`src/rtl/twns_pkg.sv`:
```
// Package: shared constants, codes and types of the texture sampler.
`timescale 1ns / 1ps
package twns_pkg;

  localparam int STORE_BYTES_DEF = 262144;
  localparam int COORD_FRAC_DEF  = 16;

  localparam int COORD_W = 24;
  localparam int IDX_W   = 11;
  localparam int CHAN_W  = 3;
  localparam int ADDR_W  = 18;
  localparam int BYTE_W  = 8;
  localparam int PROD_W  = 2 * IDX_W;
  localparam int LOC_W   = PROD_W + 1 + CHAN_W;
  localparam int BANKS   = 4;
  localparam int CFG_AW  = 4;
  localparam int CFG_DW  = 32;

  localparam logic MODE_WRITE  = 1'b0;
  localparam logic MODE_SAMPLE = 1'b1;

  localparam logic [1:0] WRAP_CLAMP  = 2'd0;
  localparam logic [1:0] WRAP_REPEAT = 2'd1;
  localparam logic [1:0] WRAP_MIRROR = 2'd2;

  localparam logic [1:0] ST_OK       = 2'd0;
  localparam logic [1:0] ST_ZERO_MOD = 2'd1;
  localparam logic [1:0] ST_BEYOND   = 2'd2;

  localparam logic [1:0] REG_WIDTH  = 2'd0;
  localparam logic [1:0] REG_HEIGHT = 2'd1;
  localparam logic [1:0] REG_CHAN   = 2'd2;

  localparam logic [IDX_W-1:0]  WIDTH_RST  = 11'd256;
  localparam logic [IDX_W-1:0]  HEIGHT_RST = 11'd256;
  localparam logic [CHAN_W-1:0] CHAN_RST   = 3'd4;

  typedef struct packed {
    logic [IDX_W-1:0]  width;
    logic [IDX_W-1:0]  height;
    logic [CHAN_W-1:0] chan;
  } cfg_t;

  typedef struct packed {
    logic              valid;
    logic              mode;
    logic [ADDR_W-1:0] waddr;
    logic [BYTE_W-1:0] wdata;
  } side_t;

  typedef struct packed {
    logic              valid;
    logic              mode;
    logic [ADDR_W-1:0] waddr;
    logic [BYTE_W-1:0] wdata;
    logic [IDX_W-1:0]  tx;
    logic [IDX_W-1:0]  ty;
    logic              zmod;
  } fetch_in_t;

endpackage

```
`src/rtl/twns_cfg.sv`:
```
// APB register file: texture width, height and channel count.
`timescale 1ns / 1ps
module twns_cfg (
  input  logic                        clk,
  input  logic                        rst_n,
  input  logic                        psel,
  input  logic                        penable,
  input  logic                        pwrite,
  input  logic [twns_pkg::CFG_AW-1:0] paddr,
  input  logic [twns_pkg::CFG_DW-1:0] pwdata,
  output logic [twns_pkg::CFG_DW-1:0] prdata,
  output logic                        pready,
  output twns_pkg::cfg_t              cfg
);
  import twns_pkg::*;

  logic [IDX_W-1:0]  width_r;
  logic [IDX_W-1:0]  height_r;
  logic [CHAN_W-1:0] chan_r;
  logic [1:0]        reg_idx;
  logic              wr_en;

  assign reg_idx = paddr[CFG_AW-1:2];
  assign wr_en   = psel && penable && pwrite;
  assign pready  = 1'b1;

  always_ff @(posedge clk) begin
    if (!rst_n) begin
      width_r  <= WIDTH_RST;
      height_r <= HEIGHT_RST;
      chan_r   <= CHAN_RST;
    end else if (wr_en) begin
      case (reg_idx)
        REG_WIDTH:  width_r  <= pwdata[IDX_W-1:0];
        REG_HEIGHT: height_r <= pwdata[IDX_W-1:0];
        REG_CHAN:   chan_r   <= pwdata[CHAN_W-1:0];
        default: ;
      endcase
    end
  end

  always_comb begin
    case (reg_idx)
      REG_WIDTH:  prdata = CFG_DW'(width_r);
      REG_HEIGHT: prdata = CFG_DW'(height_r);
      REG_CHAN:   prdata = CFG_DW'(chan_r);
      default:    prdata = '0;
    endcase
  end

  assign cfg.width  = width_r;
  assign cfg.height = height_r;
  assign cfg.chan   = chan_r;

endmodule

```
`config.mk`:
```
export PLATFORM = sky130hd
export DESIGN_NAME = twns_cfg
export DESIGN_NICKNAME = d
export VERILOG_FILES = /design/src/rtl/twns_pkg.sv /design/src/rtl/twns_cfg.sv
export SDC_FILE = /design/constraint.sdc
export NUM_CORES = 1
export LEC_CHECK = 0
export BUFFER_PORTS_ARGS = -buffer_cell sky130_fd_sc_hd__clkbuf_2
export CORE_MARGIN = 4
export CORE_UTILIZATION = 36
export DETAILED_ROUTE_END_ITERATION = 10
export PLACE_DENSITY = 0.85
export REMOVE_ABC_BUFFERS = 1
export SLEW_MARGIN = 15
export SYNTH_ARGS = -nofsm -noshare
export SYNTH_HDL_FRONTEND = slang
export SYNTH_SLANG_ARGS = --single-unit
```
`constraint.sdc`:
```
create_clock -name clk -period 1 [get_ports clk]
set_input_delay 0.15 -clock clk [delete_from_list [all_inputs] [get_ports clk]]
set_output_delay 0.15 -clock clk [all_outputs]
set_load 0.02 [all_outputs]
```
Yosys cells after proc, flatten, opt, wreduce, memory -nomap -nowiden
Cells that the tools add are included.
- reduce and logical (&&, ||, !) cells: 6
- eq/ne operators: 2
- multiplexer cells: 1
- operators by type and width (kind ; number):
    one-hot mux 11 bit (3 select lines) ; 1
    AND reduction 2 bit ; 3
    == test 2 x 1 -> 1 bit, second input constant ; 1
    == test 2 bit, second input constant ; 1
    logical AND 1 bit ; 2
    zero test 2 bit ; 1
- input port bits: 41
- logic and storage cells: 12
- flip-flop bits (word level): 25
- output and inout port bits: 58

Logic depth before layout (Yosys ltp)
- word-level depth: 3
- mapped depth: 4
- gate-level depth less buffers: 3

Least setup slack after synthesis
No wires, ideal clock.
- kind: in2out
- start: in paddr[2] (netlist name)
- end: out prdata[0] (netlist name)
- setup slack: -0.193 ns
- cell stages on the path: 4
- required time: 0.850 ns
- buffers on the path: 2
- arrival: 1.043 ns
- cells stage by stage: buf_6 buf_4 mux2i_1 o21ai_0
- longest elaborated chain between the ends: 2
- elaborated cells on any way between the ends: 4
- classes of those cells: eq/ne (2); mux (1); reduce/logical (1)
- RTL lines (item ; line ; source):
    from (decl) ; twns_cfg.sv:9 ; input logic [twns_pkg::CFG_AW-1:0] paddr,
    == test 2 bit (tied with other cells) ; twns_cfg.sv:43 ; case (reg_idx)
    one-hot mux 11 bit (3 select lines) (*) ; twns_cfg.sv:43 ;
    to (decl) ; twns_cfg.sv:11 ; output logic [twns_pkg::CFG_DW-1:0] prdata,
Mark *: on every way between the ends. The rest lies on a longest branch, timed or not.

Final worst setup path
- start: reg height_r[0]
- end: out prdata[0] (netlist name)
- longest elaborated chain between the ends: 1
- RTL lines (item ; line ; source):
    from (decl) ; twns_cfg.sv:18 ; logic [IDX_W-1:0] height_r;
    from (signal assigned) ; twns_cfg.sv:35 ; REG_HEIGHT: height_r <= pwdata[IDX_W-1:0];
    one-hot mux 11 bit (3 select lines) ; twns_cfg.sv:43 ;
Every way passes these cells.

==> impl_metrics.py <==
metrics = {
    "drt": {
        "ant_nets": 0,
        "wirelength_mm": 3.59,
        "first_iter_violations": 29,
        "drc_errors": 0,
        "vias": 1256,
        "viasPerCell": 4.44,
        "drt-pass1-iter-count": 4,
        "wl_per_cell_um": 12.7,
    },
    "timing": {
        "fin_ws_ns": -0.132,
        "rsz0062_at_grt": "yes",
        "setup_viol": 12,
        "tns_ns": -1.13,
        "hold_viol_final": 0,
        "skew_ns": 0,
        "max_freq_ghz": 0.883,
        "slew_viol_final": 0,
        "period_share_pct": 113,
        "period_needed_ns": 1.13,
    },
    "pwr": {
        "power_frac_seq_pct": 51.8,
        "p_comb_share_pct": 18.7,
        "leakage_nw": 1.08,
        "p_clk_share_pct": 29.5,
        "switchingPower_mw": 0.525,
        "p_int_mw": 1.44,
        "total_power_mw": 1.97,
        "swShare_pct": 26.7,
        "peakVddDrop_mv": 0.545,
        "power_density_nw_per_um2": 928,
    },
    "critical_path": {
        "crit_chain": "mux2i_1 -> o21ai_1 -> buf_4",
        "crit_path_end_kind": "output pin",
        "critPathSlowestCell": "dfxtp_2",
        "cp_max_fo": 2,
        "path_class": "flip-flop to output pin",
        "crit_buf_inv": 1,
        "crit_path_start_kind": "flip-flop",
        "max_stage_delay_ns": 0.35,
        "required_ns": 0.85,
        "critPathTopFamily": "flip-flops",
        "arrival_ns": 0.98,
    },
    "die": {
        "die_x_um": 69.0,
        "coreArea_um2": 3470,
        "rows": 21,
        "start_util_pct": 38.6,
        "die-area_um2": 4760,
        "die_y_um": 69.0,
        "io_pins": 99,
    },
    "cts": {
        "postCtsHoldBufs": 0,
        "cts_made_buffers": 3,
        "cts_tree": "built",
        "cts_sinks": 25,
        "cts-htree-levels": 1,
        "clk_latency_ns": 0.26,
        "root_buffer": "clkbuf_8",
        "clk_pin_slew_ns": 0.08,
        "clk_path_buf_depth": 2,
    },
    "yosys": {
        "ys_ff_latch": 25,
        "synth-adder-area-share_pct": 0,
        "synthTopCellsByArea": "dfxtp_1 37%, mux2i_1 26%, buf_4 13%, nand2_1 9.8%, nor2_1 2.2%",
        "synth_top_family_by_area": "multiplexers",
        "yosys.area.top_type": "dfxtp_1",
        "synth_xor_area_share_pct": 0,
        "syn_inst": 153,
        "synth_mux_area_share_pct": 26.1,
        "synth_area_um2": 1340,
        "synth.yosys.seq_area_share_pct": 37.3,
        "avgSynthCellArea_um2": 8.76,
        "synth_compound_area_share_pct": 1.68,
        "synth_simple_gate_area_share_pct": 17.6,
        "yosys.area.top_type_share_pct": 37.3,
        "synth-warning-count": 0,
        "synth.distinct_cells": 20,
    },
    "global_route": {
        "grt_pass1_wl_mm": 5.53,
        "antenna_found_initial": 0,
        "track_usage_pct": 13.6,
        "grt_max_degree": 22,
        "overflow": 0,
        "grt_pass1_vias": 1269,
    },
    "final_layout": {
        "layout-drive-gt1-share_pct": 49.8,
        "syn2layout_area_growth_pct": 58.2,
        "multi_input_area_um2": 701,
        "antenna_cells": 0,
        "regArea_um2": 528,
        "fill_cells": 309,
        "layout_common_cells": "35 x mux2i_1, 35 x nand2_1, 35 x buf_6",
        "nets": 279,
    },
    "worst_hold_path": {
        "hold_path.class": "input port to flip-flop",
    },
    "run_status": {
        "violations": "setup timing",
        "status": "finished, violations left",
    },
    "place": {
        "dpl.hpwl_mm": 2.41,
        "dp_slack_ns": -0.216,
        "io_buffer_count": 53,
        "routabilityCongestion": 0.739,
    },
    "flow_run": {
        "drv_cap": 0,
    },
}
[flip-flops by register name (all words and copies together), names as in the netlist]
register and count:
chan_r 3, height_r 11, width_r 11
[kinds of logic (layout without fill, tap and decap cells)]
kind of cell	after synthesis	after routing
simple gates	55	55
mux	35	35
buf+inv	32	96
flops	25	25
compound gates	4	4
other cells	2	22
[area by class of cell]
cell class              instances  area share, %
clock buffers                   4           2.13
inverters                       1          0.177
multi-input cells             116           33.1
flip-flops and latches         25           24.9
well taps                      46           2.72
repair buffers                 91           37.0
[Yosys cell counts]
cell type,n
and2_1,1
and3_1,1
buf_2,2
buf_4,23
buf_6,2
clkbuf_1,4
conb_1,2
dfxtp_1,25
inv_1,1
mux2i_1,35
nand2_1,35
nand3_1,2
nand3b_1,1
nor2_1,8
nor2b_1,4
nor3_1,1
nor3b_1,1
o211ai_1,1
o21ai_0,3
or3_1,1
[worst register-to-register path, stage by stage (launching register included)]
cell     delay (ns)
dfxtp_2        0.33
buf_4          0.12
buf_6          0.11
buf_4          0.12
nand2_1        0.05
mux2i_1        0.06
[through the flow]
step,instances,hold slack [ns],utilization [%],instance area [um^2]
global placement,260,0.408,48.4,1680
global route,283,0.140,61.1,2120
floorplan,142,0.239,-,1190
detailed placement,260,0.415,48.4,1680
CTS,281,0.121,55.4,1920
finish,283,0.127,61.1,2120
[repair_timing]
action | CTS | global route
endpoints found under the setup margin | 13 | 31
hold endpoints to repair | 0 | 0
gates resized for setup | 40 | 83
pin swaps | 1 | 3
buffers inserted | 17 | 2
[path summary, 6_finish.rpt]
path                            start                 endpoint  slack, ns  cells past startpoint
min reg2reg   width_r[9]$_SDFFE_PN0P_  width_r[9]$_SDFFE_PN0P_       0.47                      2
max reg2reg   width_r[2]$_SDFFE_PN0P_  width_r[2]$_SDFFE_PN0P_       0.12                      5
min                         pwdata[9]  width_r[9]$_SDFFE_PN0P_       0.13                      3
max          height_r[0]$_SDFFE_PN0P_                prdata[0]      -0.13                      3
[power by group through the flow]
stage               clock network (mW)  registers, mW  logic (mW)
global route                     0.647           1.02       0.395
finish                           0.580           1.02       0.367
detailed placement                   0           1.04       0.318
CTS                              0.602           1.02       0.341
floorplan                            0           1.06       0.145
global placement                     0           1.04       0.316
[routing by layer]
metal	track usage [%]	vias to the layer above	share of wire [%]
li1	-	620	-
met1	15.5	581	41
met2	24.8	55	50
met3	3.92	0	8.4
met4	3.04	0	0
met5	0	-	0
No activity file was read; power rests on OpenSTA's default activity.
