`config.mk`:
```
export PLATFORM = sky130hd
export DESIGN_NAME = twns_axis
export DESIGN_NICKNAME = d
export VERILOG_FILES = /design/src/rtl/twns_pkg.sv /design/src/rtl/twns_axis.sv
export SDC_FILE = /design/constraint.sdc
export NUM_CORES = 1
export LEC_CHECK = 0
export BUFFER_PORTS_ARGS = -buffer_cell sky130_fd_sc_hd__clkbuf_2
export CELL_PAD_IN_SITES_DETAIL_PLACEMENT = 0
export CELL_PAD_IN_SITES_GLOBAL_PLACEMENT = 1
export CORE_MARGIN = 2
export CORE_UTILIZATION = 45
export DETAILED_ROUTE_END_ITERATION = 7
export HOLD_SLACK_MARGIN = 0.03
export PLACE_DENSITY = 0.77
export SETUP_SLACK_MARGIN = 0.15
export SYNTH_ARGS = -nofsm -noshare
export SYNTH_HDL_FRONTEND = slang
export SYNTH_SLANG_ARGS = --single-unit
```
`constraint.sdc`:
```
create_clock -name clk -period 8.2 [get_ports clk]
set_clock_uncertainty 0.15 [all_clocks]
set_input_delay 0.41 -clock clk [delete_from_list [all_inputs] [get_ports clk]]
set_output_delay 0.41 -clock clk [all_outputs]
set_load 0.01 [all_outputs]
```
`src/rtl/twns_pkg.sv`:
```
// Package: shared constants, codes and types of the texture sampler.
`timescale 1ns / 1ps
package twns_pkg;

  localparam int STORE_BYTES_DEF = 262144;
  localparam int COORD_FRAC_DEF  = 16;

  localparam int COORD_W = 24;
  localparam int IDX_W   = 11;
  localparam int CHAN_W  = 3;
  localparam int ADDR_W  = 18;
  localparam int BYTE_W  = 8;
  localparam int PROD_W  = 2 * IDX_W;
  localparam int LOC_W   = PROD_W + 1 + CHAN_W;
  localparam int BANKS   = 4;
  localparam int CFG_AW  = 4;
  localparam int CFG_DW  = 32;

  localparam logic MODE_WRITE  = 1'b0;
  localparam logic MODE_SAMPLE = 1'b1;

  localparam logic [1:0] WRAP_CLAMP  = 2'd0;
  localparam logic [1:0] WRAP_REPEAT = 2'd1;
  localparam logic [1:0] WRAP_MIRROR = 2'd2;

  localparam logic [1:0] ST_OK       = 2'd0;
  localparam logic [1:0] ST_ZERO_MOD = 2'd1;
  localparam logic [1:0] ST_BEYOND   = 2'd2;

  localparam logic [1:0] REG_WIDTH  = 2'd0;
  localparam logic [1:0] REG_HEIGHT = 2'd1;
  localparam logic [1:0] REG_CHAN   = 2'd2;

  localparam logic [IDX_W-1:0]  WIDTH_RST  = 11'd256;
  localparam logic [IDX_W-1:0]  HEIGHT_RST = 11'd256;
  localparam logic [CHAN_W-1:0] CHAN_RST   = 3'd4;

  typedef struct packed {
    logic [IDX_W-1:0]  width;
    logic [IDX_W-1:0]  height;
    logic [CHAN_W-1:0] chan;
  } cfg_t;

  typedef struct packed {
    logic              valid;
    logic              mode;
    logic [ADDR_W-1:0] waddr;
    logic [BYTE_W-1:0] wdata;
  } side_t;

  typedef struct packed {
    logic              valid;
    logic              mode;
    logic [ADDR_W-1:0] waddr;
    logic [BYTE_W-1:0] wdata;
    logic [IDX_W-1:0]  tx;
    logic [IDX_W-1:0]  ty;
    logic              zmod;
  } fetch_in_t;

endpackage

```
`src/rtl/twns_axis.sv`:
```
// Axis pipeline: coordinate scale, one-bit-per-stage modulo, wrap select.
`timescale 1ns / 1ps
module twns_axis #(
  parameter int COORD_FRACTION_BITS = twns_pkg::COORD_FRAC_DEF
) (
  input  logic                         clk,
  input  logic                         adv,
  input  logic [twns_pkg::COORD_W-1:0] coord,
  input  logic [twns_pkg::IDX_W-1:0]   maxv,
  input  logic [1:0]                   wrap,
  output logic [twns_pkg::IDX_W-1:0]   idx,
  output logic                         zmod
);
  import twns_pkg::*;

  localparam int IB = COORD_W - COORD_FRACTION_BITS;
  localparam int PW = COORD_W + IDX_W;
  localparam int TW = PW - COORD_FRACTION_BITS;

  logic [TW-1:0]    rem_r  [0:IB];
  logic [1:0]       wrap_r [0:IB];
  logic             par_r  [0:IB];
  logic [PW-1:0]    prod;
  logic [COORD_W:0] ipart;
  logic [TW-1:0]    t_last;
  logic [IDX_W-1:0] idx_r, idx_nxt;
  logic             zmod_r, zmod_nxt;

  assign prod  = PW'(coord) * PW'(maxv);
  assign ipart = {1'b0, coord} >> COORD_FRACTION_BITS;

  always_ff @(posedge clk) begin
    if (adv) begin
      rem_r[0]  <= prod[PW-1:COORD_FRACTION_BITS];
      wrap_r[0] <= wrap;
      par_r[0]  <= ipart[0];
    end
  end

  for (genvar i = 1; i <= IB; i++) begin : g_div
    logic [TW-1:0] dvs;
    logic          rm;
    assign dvs = TW'(maxv) << (IB - i);
    assign rm  = (wrap_r[i-1] == WRAP_REPEAT) || (wrap_r[i-1] == WRAP_MIRROR);
    always_ff @(posedge clk) begin
      if (adv) begin
        rem_r[i]  <= (rm && rem_r[i-1] >= dvs) ? rem_r[i-1] - dvs : rem_r[i-1];
        wrap_r[i] <= wrap_r[i-1];
        par_r[i]  <= par_r[i-1];
      end
    end
  end

  assign t_last = rem_r[IB];

  always_comb begin
    unique case (wrap_r[IB])
      WRAP_REPEAT: begin
        idx_nxt  = IDX_W'(t_last);
        zmod_nxt = (maxv == '0);
      end
      WRAP_MIRROR: begin
        idx_nxt  = par_r[IB] ? maxv - IDX_W'(t_last) : IDX_W'(t_last);
        zmod_nxt = (maxv == '0);
      end
      default: begin
        idx_nxt  = (t_last > TW'(maxv)) ? maxv : IDX_W'(t_last);
        zmod_nxt = 1'b0;
      end
    endcase
  end

  always_ff @(posedge clk) begin
    if (adv) begin
      idx_r  <= idx_nxt;
      zmod_r <= zmod_nxt;
    end
  end

  assign idx  = idx_r;
  assign zmod = zmod_r;

endmodule

```
# --- Word-level counts from Yosys, hierarchy flattened ---
# Memories as Yosys holds them, arrays and structs flattened.
# Cells that the tools add are included.
classes:
  mul: 1
  n_mux: 13
  n_lt_le_gt_ge: 9
  add_sub_neg: 9
  n_reduce_logical: 18
  n_eq_ne: 18
ops:
  columns: ["op", "count"]
  rows:
  - ["19-bit two-way mux", 8]
  - ["24-bit by 11-bit multiplier with 35-bit output", 1]
  - ["11-bit two-way mux", 2]
  - ["11-bit case mux with 2 select lines", 1]
  - ["19-bit by 11-bit greater-or-equal comparator with 1-bit output", 1]
  - ["19-bit by 12-bit greater-or-equal comparator with 1-bit output", 1]
  - ["19-bit by 13-bit greater-or-equal comparator with 1-bit output", 1]
  - ["19-bit by 14-bit greater-or-equal comparator with 1-bit output", 1]
  - ["19-bit by 15-bit greater-or-equal comparator with 1-bit output", 1]
  - ["19-bit by 16-bit greater-or-equal comparator with 1-bit output", 1]
  - ["19-bit by 17-bit greater-or-equal comparator with 1-bit output", 1]
  - ["19-bit by 18-bit greater-or-equal comparator with 1-bit output", 1]
  - ["19-bit by 11-bit greater-than comparator with 1-bit output", 1]
  - ["19-bit by 11-bit subtractor with 19-bit output", 1]
  - ["19-bit by 12-bit subtractor with 19-bit output", 1]
  - ["19-bit by 13-bit subtractor with 19-bit output", 1]
  - ["19-bit by 14-bit subtractor with 19-bit output", 1]
  - ["19-bit by 15-bit subtractor with 19-bit output", 1]
  - ["19-bit by 16-bit subtractor with 19-bit output", 1]
  - ["19-bit by 17-bit subtractor with 19-bit output", 1]
  - ["19-bit by 18-bit subtractor with 19-bit output", 1]
  - ["2-bit by 1-bit == test with 1-bit output (second input constant)", 9]
  - ["2-bit == test (second input constant)", 9]
  - ["11-bit logical NOT", 1]
  - ["other kinds (5)", 20]
totals:
  ram_bits: 198
  regBits: 12
  n_memories: 3
  inputBits: 39
  wordCells: 73
mem_list:
  columns: ["name", "words", "width", "read_ports", "rd_ports_with_merged_regs", "write_ports", "line", "rtl"]
  rows:
  - ["rem_r", 9, 19, 9, 0, 9, "twns_axis.sv:20", "logic [TW-1:0] rem_r [0:IB];"]
  - ["wrap_r", 9, 2, 9, 0, 9, "twns_axis.sv:21", "logic [1:0] wrap_r [0:IB];"]
  - ["par_r", 9, 1, 9, 0, 9, "twns_axis.sv:22", "logic par_r [0:IB];"]

# --- Depth between registers and ports, before layout ---
# Gate-level depths: netlist of run 1.
# An unclocked memory read counts as a cell.
logic_depth:
  depth_word: 5
  ltp_mapped: 22

# --- Least setup slack after synthesis of run 1 ---
# No wires, ideal clock.
synth_path:
  path_kind: "input port to flip-flop"
  start: "input maxv[4] (netlist bit)"
  end: "memory rem_r[0][17] (netlist bit), data pin"
  arrival_ns: 5.627
  slack_ns: 2.165
  path_stages: 20
  path_cell_list: "clkbuf_1 > clkbuf_1 > nand2_1 > fa_1 > fa_1 > inv_1 > fa_1 > fa_1 > inv_1 > fa_1 > inv_1 > ha_1 > a21o_1 > or3_1 > o221ai_1 > a21oi_1 > a211oi_1 > o211ai_1 > a21oi_1 > xnor2_1"
synth_rtl:
  columns: ["element", "line", "rtl"]
  rows:
  - ["start: declaration", "twns_axis.sv:9", "input logic [twns_pkg::IDX_W-1:0] maxv,"]
  - ["end: declaration", "twns_axis.sv:20", null]

==> metrics.txt, run 1 <==
Synth Area in Simple Gates 15.06%; most frequent cells in the layout inv_1, nand2_1, edfxtp_1, fa_1, ha_1; post-CTS sizing 0; Critical Path End Type register; largest family of logic cells by synthesized area adder cells; routability cong. roughly 0.85; # port buffers 50; WL final between 40,000 and 50,000 µm; vias in the first global route approximately 15,000; maximum clock path buffer count 3; r2r setup slk around 4.4 ns; Critical Path AT ~6.3 ns; mux share of post-synthesis cell area 2.288%; DRC errors left 0; Layout Area Growth over Synthesis 8.058%; final HPWL from detailed placement roughly 36,000 µm; Mapped Cells 2,052; slew margin rel. around a quarter; row count 78; worst-margin pin slew 1.121 ns; # fillers 4,163; Total Routing Usage GR 20.88%; Skew-Pair Late Insertion Delay around 0.53 ns; Avg Cell Area, Syn 10.07 µm²; syn_nets between 2,000 and 2,500; Final setup viols 0; pwr/cell area between 300 and 400 mW/mm²; commonest register cell after synthesis edfxtp_1; worst-path maximum fanout 27; kind of critical path input pin to register; Avg WL per Cell 17.65 µm; # diodes 0; global-route wire length before repair 78,890 µm; CTS buffer count 24; htree depth 1; Vias between 10,000 and 15,000; P_leak between 9 and 10 nW; Remaining Overflow, GRT 0; Slew Limit Fails 0; maxcap violations 0; Initial DRC Count just under 900; Final period util between 70% and 80%; Die W 218.3 µm; Post-synth EDFFs 210; Critical Path RT roughly 8.3 ns; Clock Power Share around 15%; postcts setup bufs 0; largest net degree at the start of global routing around 130; Final #Nets ~2,500; CTS root buffer clkbuf_16; Hold Path Class input pin to register; Power Internal about 4.3 mW; setup total negative slack 0 ns; Yosys cell types 63; commonest non-fill, non-tap cell in the layout inv_1; Max Clock Freq ~0.16 GHz; Synth top area share a little under a third; clock slew at reported path FFs around 0.060 ns; xor and xnor area share after synthesis under 10%; die height about 220 µm; CTS tree done; DRT antenna net count 0; antenna violations before repair 3; crit path time final roughly 6 ns; final instance area about 0.022 mm²; Logic pwr share 59.7%; Async S/R FF share, synth 0%; Final Power about 7.5 mW; clk sinks 210; RSZ-0062 raised after global routing no; Final Hold Viols 0; synthesis-stage register bit count 210; core area 0.04538 mm²; sw frac between 40% and 50%; Area contributors post-synth edfxtp_1, fa_1, ha_1, inv_1, nand2_1; Critical Path Source Type input pin; initial core utilization roughly 46%; register area 0.006306 mm²; Multi-input gate area 0.01310 mm²; Die Area around 0.048 mm²; outcome finished clean; Post-DP Area ~0.021 mm²; Synth Cell Area between 0.02 and 0.025 mm²; VDD IR max just over 0.2 mV; Sequential Power Share 25.3%; Synth Area in Adders 30.81%; post-synth top area cell edfxtp_1; complex-gate fraction of the synthesized area approximately a tenth; layout cells sized above 1 between 7 and 8%; vias per cell approximately 5.4; io pins 51; P_sw ~3.2 mW; Ys Warns 0; Pre-antenna DRT Iters 7; Seq/Total Area, Yosys 30.51%
==> routing by layer <==
layer | GRT usage, % | up-vias | share of wire [%]
li1 | - | 6967 | -
met1 | 27.22 | 7162 | 44
met2 | 36.05 | 341 | 48
met3 | 3.354 | 82 | 5.2
met4 | 5.578 | 6 | 2.7
met5 | 0 | - | 0.076
==> critical path, stage by stage <==
cell      delay, ns
clkbuf_2       0.40
and2_1         0.32
fa_1           0.54
inv_1          0.05
fa_1           0.47
inv_1          0.06
fa_1           0.50
fa_1           0.54
inv_1          0.05
fa_1           0.53
inv_1          0.04
ha_1           0.32
a21o_1         0.20
or3_1          0.31
o221ai_1       0.25
a21oi_1        0.24
a211oi_1       0.52
o21ai_0        0.23
a21oi_1        0.21
xnor2_1        0.09
==> stage by stage <==
stage          utilization, %  setup WS (ns)  hold slack [ns]  std cells
2_1_floorplan               -          2.165           0.2503       2052
3_3_place_gp            47.34          1.540           0.2515       2641
3_5_place_dp            47.34          1.512           0.2570       2641
4_1_cts                 49.21          2.077           0.1891       2687
5_1_grt                 49.21          1.608           0.1997       2687
6_report                49.21          2.027           0.2116       2687
==> path summary, 6_finish.rpt <==
check	end	depth (start not counted)	start
max	rem_r[0][13]	20	maxv[7]
min	par_r[0][0]	1	coord[16]
min reg2reg	par_r[0][8]	0	par_r[0][7]
max reg2reg	rem_r[0][33]	12	rem_r[0][7]
==> Yosys cell counts (3+ instances only) <==
master / instances
inv_1: 264
nand2_1: 254
edfxtp_1: 210
fa_1: 205
ha_1: 181
and2_1: 116
o21ai_0: 101
a21oi_1: 71
nor2_1: 71
clkbuf_1: 67
xor2_1: 65
xnor2_1: 56
a21o_1: 46
mux2_2: 32
nor3_1: 29
nor2b_1: 28
nor4_1: 24
nand4_1: 22
nand2b_1: 17
nand3_1: 17
o21a_1: 17
a21boi_0: 13
or3_1: 13
o31ai_1: 12
a211oi_1: 11
mux2i_1: 9
o211ai_1: 9
or2_2: 9
and3_1: 8
o21bai_1: 8
a31oi_1: 7
or4_1: 7
nor4b_1: 5
buf_2: 4
a221oi_1: 3
nor3b_1: 3
o31a_1: 3
==> power by group through the flow <==
stage	logic, mW	registers [mW]	clock network (mW)
3_5_place_dp	4.49	1.92	0
6_report	4.50	1.91	1.13
5_1_grt	5.16	1.94	1.19
2_1_floorplan	3.45	1.83	0
4_1_cts	4.55	1.90	1.15
3_3_place_gp	4.46	1.92	0
==> state kept, by name (all words and copies together) (netlist names) <==
register / cells
idx: 11
rem_r: 171
par_r: 9
wrap_r: 18
zmod: 1
==> layout make-up <==
class                   count  area share [%]
multi-input cells        1507           58.68
clock buffers              29           2.869
flip-flops and latches    210           28.24
well taps                 600           3.362
clock inverters            15          0.8348
repair buffers             62           1.586
inverters                 264           4.437
==> what timing repair did <==
action	CTS	global route
hold buffers	2	0
endpoints found under the hold margin	2	0
endpoints found under the setup margin	0	0
==> logic make-up after synthesis <==
| group | Yosys count |
|---|---|
| AO/OA/AOI/OAI | 327 |
| multiplexers | 43 |
| XOR/XNOR | 121 |
| flip-flops | 210 |
| adder cells (fa/ha/maj) | 386 |
| AND/OR/NAND/NOR | 630 |
| buffers and inverters | 335 |
Note: power is estimated with default switching activity, not from simulation.
==> inputs of run 2 (changes only) <==
==> constraint.sdc (replaced) <==
create_clock -name clk -period 5.7 [get_ports clk]
set_clock_uncertainty 0.15 [all_clocks]
set_input_delay 0.285 -clock clk [delete_from_list [all_inputs] [get_ports clk]]
set_output_delay 0.285 -clock clk [all_outputs]
set_load 0.01 [all_outputs]
==> run 2 against run 1 <==
Global-route usage down 0.56 points. Cell area up 3.0%. Register-to-register slack worse by 2.4 ns. First-iteration DRC count down 5.2%. Combinational power up 55%. Flip-flop and latch count unchanged. Utilization up 1.5 points. Critical path depth down 2. Clock power up 30%. Die area unchanged. Critical endpoint is now rem_r[0][17].
==> metrics.txt, run 2 (synthesized netlist as in run 1, its figures left out) <==
worst-path maximum fanout 9; VDD IR max roughly 0.47 mV; Power Internal about 6.6 mW; layout cells sized above 1 10.78%; Die W roughly 220 µm; setup total negative slack 0 ns; Layout Area Growth over Synthesis 11.25%; # port buffers 50; Final setup viols 0; WL final between 40,000 and 50,000 µm; final instance area around 0.023 mm²; Skew-Pair Late Insertion Delay about 0.52 ns; Remaining Overflow, GRT 0; CTS tree done; core area around 0.045 mm²; maxcap violations 0; Clock Power Share about an eighth; DRC errors left 0; global-route wire length before repair about 79,000 µm; worst-margin pin slew between 0.9 and 1 ns; initial core utilization 45.54%; clock slew at reported path FFs about 0.06 ns; hold depth 0; largest net degree at the start of global routing approximately 110; routability cong. around 0.85; vias in the first global route between 15,000 and 20,000; Critical Path RT a little under 6 ns; Critical Path Source Type input pin; worst r2r path cells 10; pwr/cell area roughly 500 mW/mm²; Post-DP Area roughly 0.022 mm²; Final Hold Viols 0; Cell Count, Final, Fillers Out between 2,000 and 3,000; DRT antenna net count 0; P_sw around 4.6 mW; row count 78; outcome finished clean; Sequential Power Share between 20% and 30%; r2r setup slk 2.05 ns; final HPWL from detailed placement roughly 37,000 µm; # diodes 0; Total Routing Usage GR between 20% and 30%; Final #Nets roughly 2,600; Final period util just over 90%; P_leak about 10 nW; most frequent cells in the layout inv_1, nand2_1, edfxtp_1, fa_1, ha_1; antenna violations before repair 0; die height roughly 220 µm; Critical Path End Type register; Top reg by flops rem_r; Die Area about 0.048 mm²; htree depth 1; RSZ-0062 raised after global routing no; Critical Path AT ~5.4 ns; Max Clock Freq around 0.19 GHz; DP Cell Count 2,727; kind of critical path input pin to register; Pre-antenna DRT Iters 5; Initial DRC Count 836; Vias ~15,000; Slew Limit Fails 0; HP Start par_r[0][0]; Largest register FFs roughly 170; Logic pwr share roughly 62%; vias per cell about 5.3; reg-to-reg endpoint rem_r[0][156]; Avg WL per Cell between 15 and 20 µm; Final Power 11.17 mW; CTS buffer count 22; Hold Path Sink par_r[0][1]; clk sinks 210; commonest non-fill, non-tap cell in the layout inv_1; Hold Path Class register to register; slew margin rel. between 30% and 40%; FF-to-FF Start rem_r[0][134]; postcts setup bufs 0; crit path time final about 5.3 ns; post-layout util 50.67%; io pins 51; sw frac about two fifths; maximum clock path buffer count 3; CTS root buffer clkbuf_16
-- run 2: how the worst max path moves through the flow --
stage,end,slack [ns],depth (start not counted),startpoint
global route,rem_r[0][13],0.17,21,maxv[5]
detailed placement,rem_r[0][17],-0.26,19,maxv[7]
global placement,rem_r[0][17],-0.21,21,maxv[6]
CTS,rem_r[0][17],0.27,19,maxv[7]
floorplan,rem_r[0][14],0.18,19,maxv[2]
finish,rem_r[0][17],0.38,18,maxv[10]
-- run 2: final cells by class --
class	count	area, µm²
Clock inverter	13	141.4
Clock buffer	27	590.6
Multi-Input combinational cell	1507	13160
Timing Repair Buffer	149	1057
Inverter	264	991.0
Tap cell	600	750.7
Sequential cell	210	6306
Fill cell	4067	22390
-- run 2: metal layers --
metal | up-vias | GRT usage [%] | part of all wire, %
li1 | 7140 | - | -
met1 | 7261 | 25.76 | 43
met2 | 272 | 37.69 | 51
met3 | 66 | 1.879 | 3.4
met4 | 0 | 3.968 | 1.9
met5 | - | 0 | 0
-- run 2: timing repair --
| item | CTS | global route |
|---|---|---|
| hold buffers | 3 | 0 |
| resized for setup | 0 | 13 |
| endpoints found under the setup margin | 0 | 9 |
| hold endpoints to repair | 3 | 0 |
-- run 2: through the flow --
stage / worst slack, ns / hold WS [ns]
6_report: 0.3843 / 0.2635
4_1_cts: 0.2706 / 0.2720
2_1_floorplan: 0.1788 / 0.2339
5_1_grt: 0.1666 / 0.2733
3_3_place_gp: -0.2130 / 0.2521
3_5_place_dp: -0.2569 / 0.2561
-- run 2: worst max-delay path, stage by stage --
cell      delay (ns)
clkbuf_2        0.21
and2_1          0.22
fa_1            0.52
fa_1            0.52
fa_1            0.52
fa_1            0.55
inv_1           0.06
fa_1            0.56
inv_1           0.05
ha_1            0.33
a211o_1         0.27
a21oi_1         0.20
nor3b_2         0.22
a21oi_2         0.13
a211oi_4        0.35
o211ai_1        0.17
a21oi_1         0.18
xnor2_1         0.08
-- run 2: power groups by stage --
stage | logic [mW] | registers (mW) | clock network (mW)
floorplan | 5.05 | 2.64 | 0
global placement | 6.80 | 2.74 | 0
detailed placement | 6.92 | 2.75 | 0
CTS | 6.96 | 2.72 | 1.51
global route | 8.02 | 2.77 | 1.57
finish | 6.98 | 2.72 | 1.47
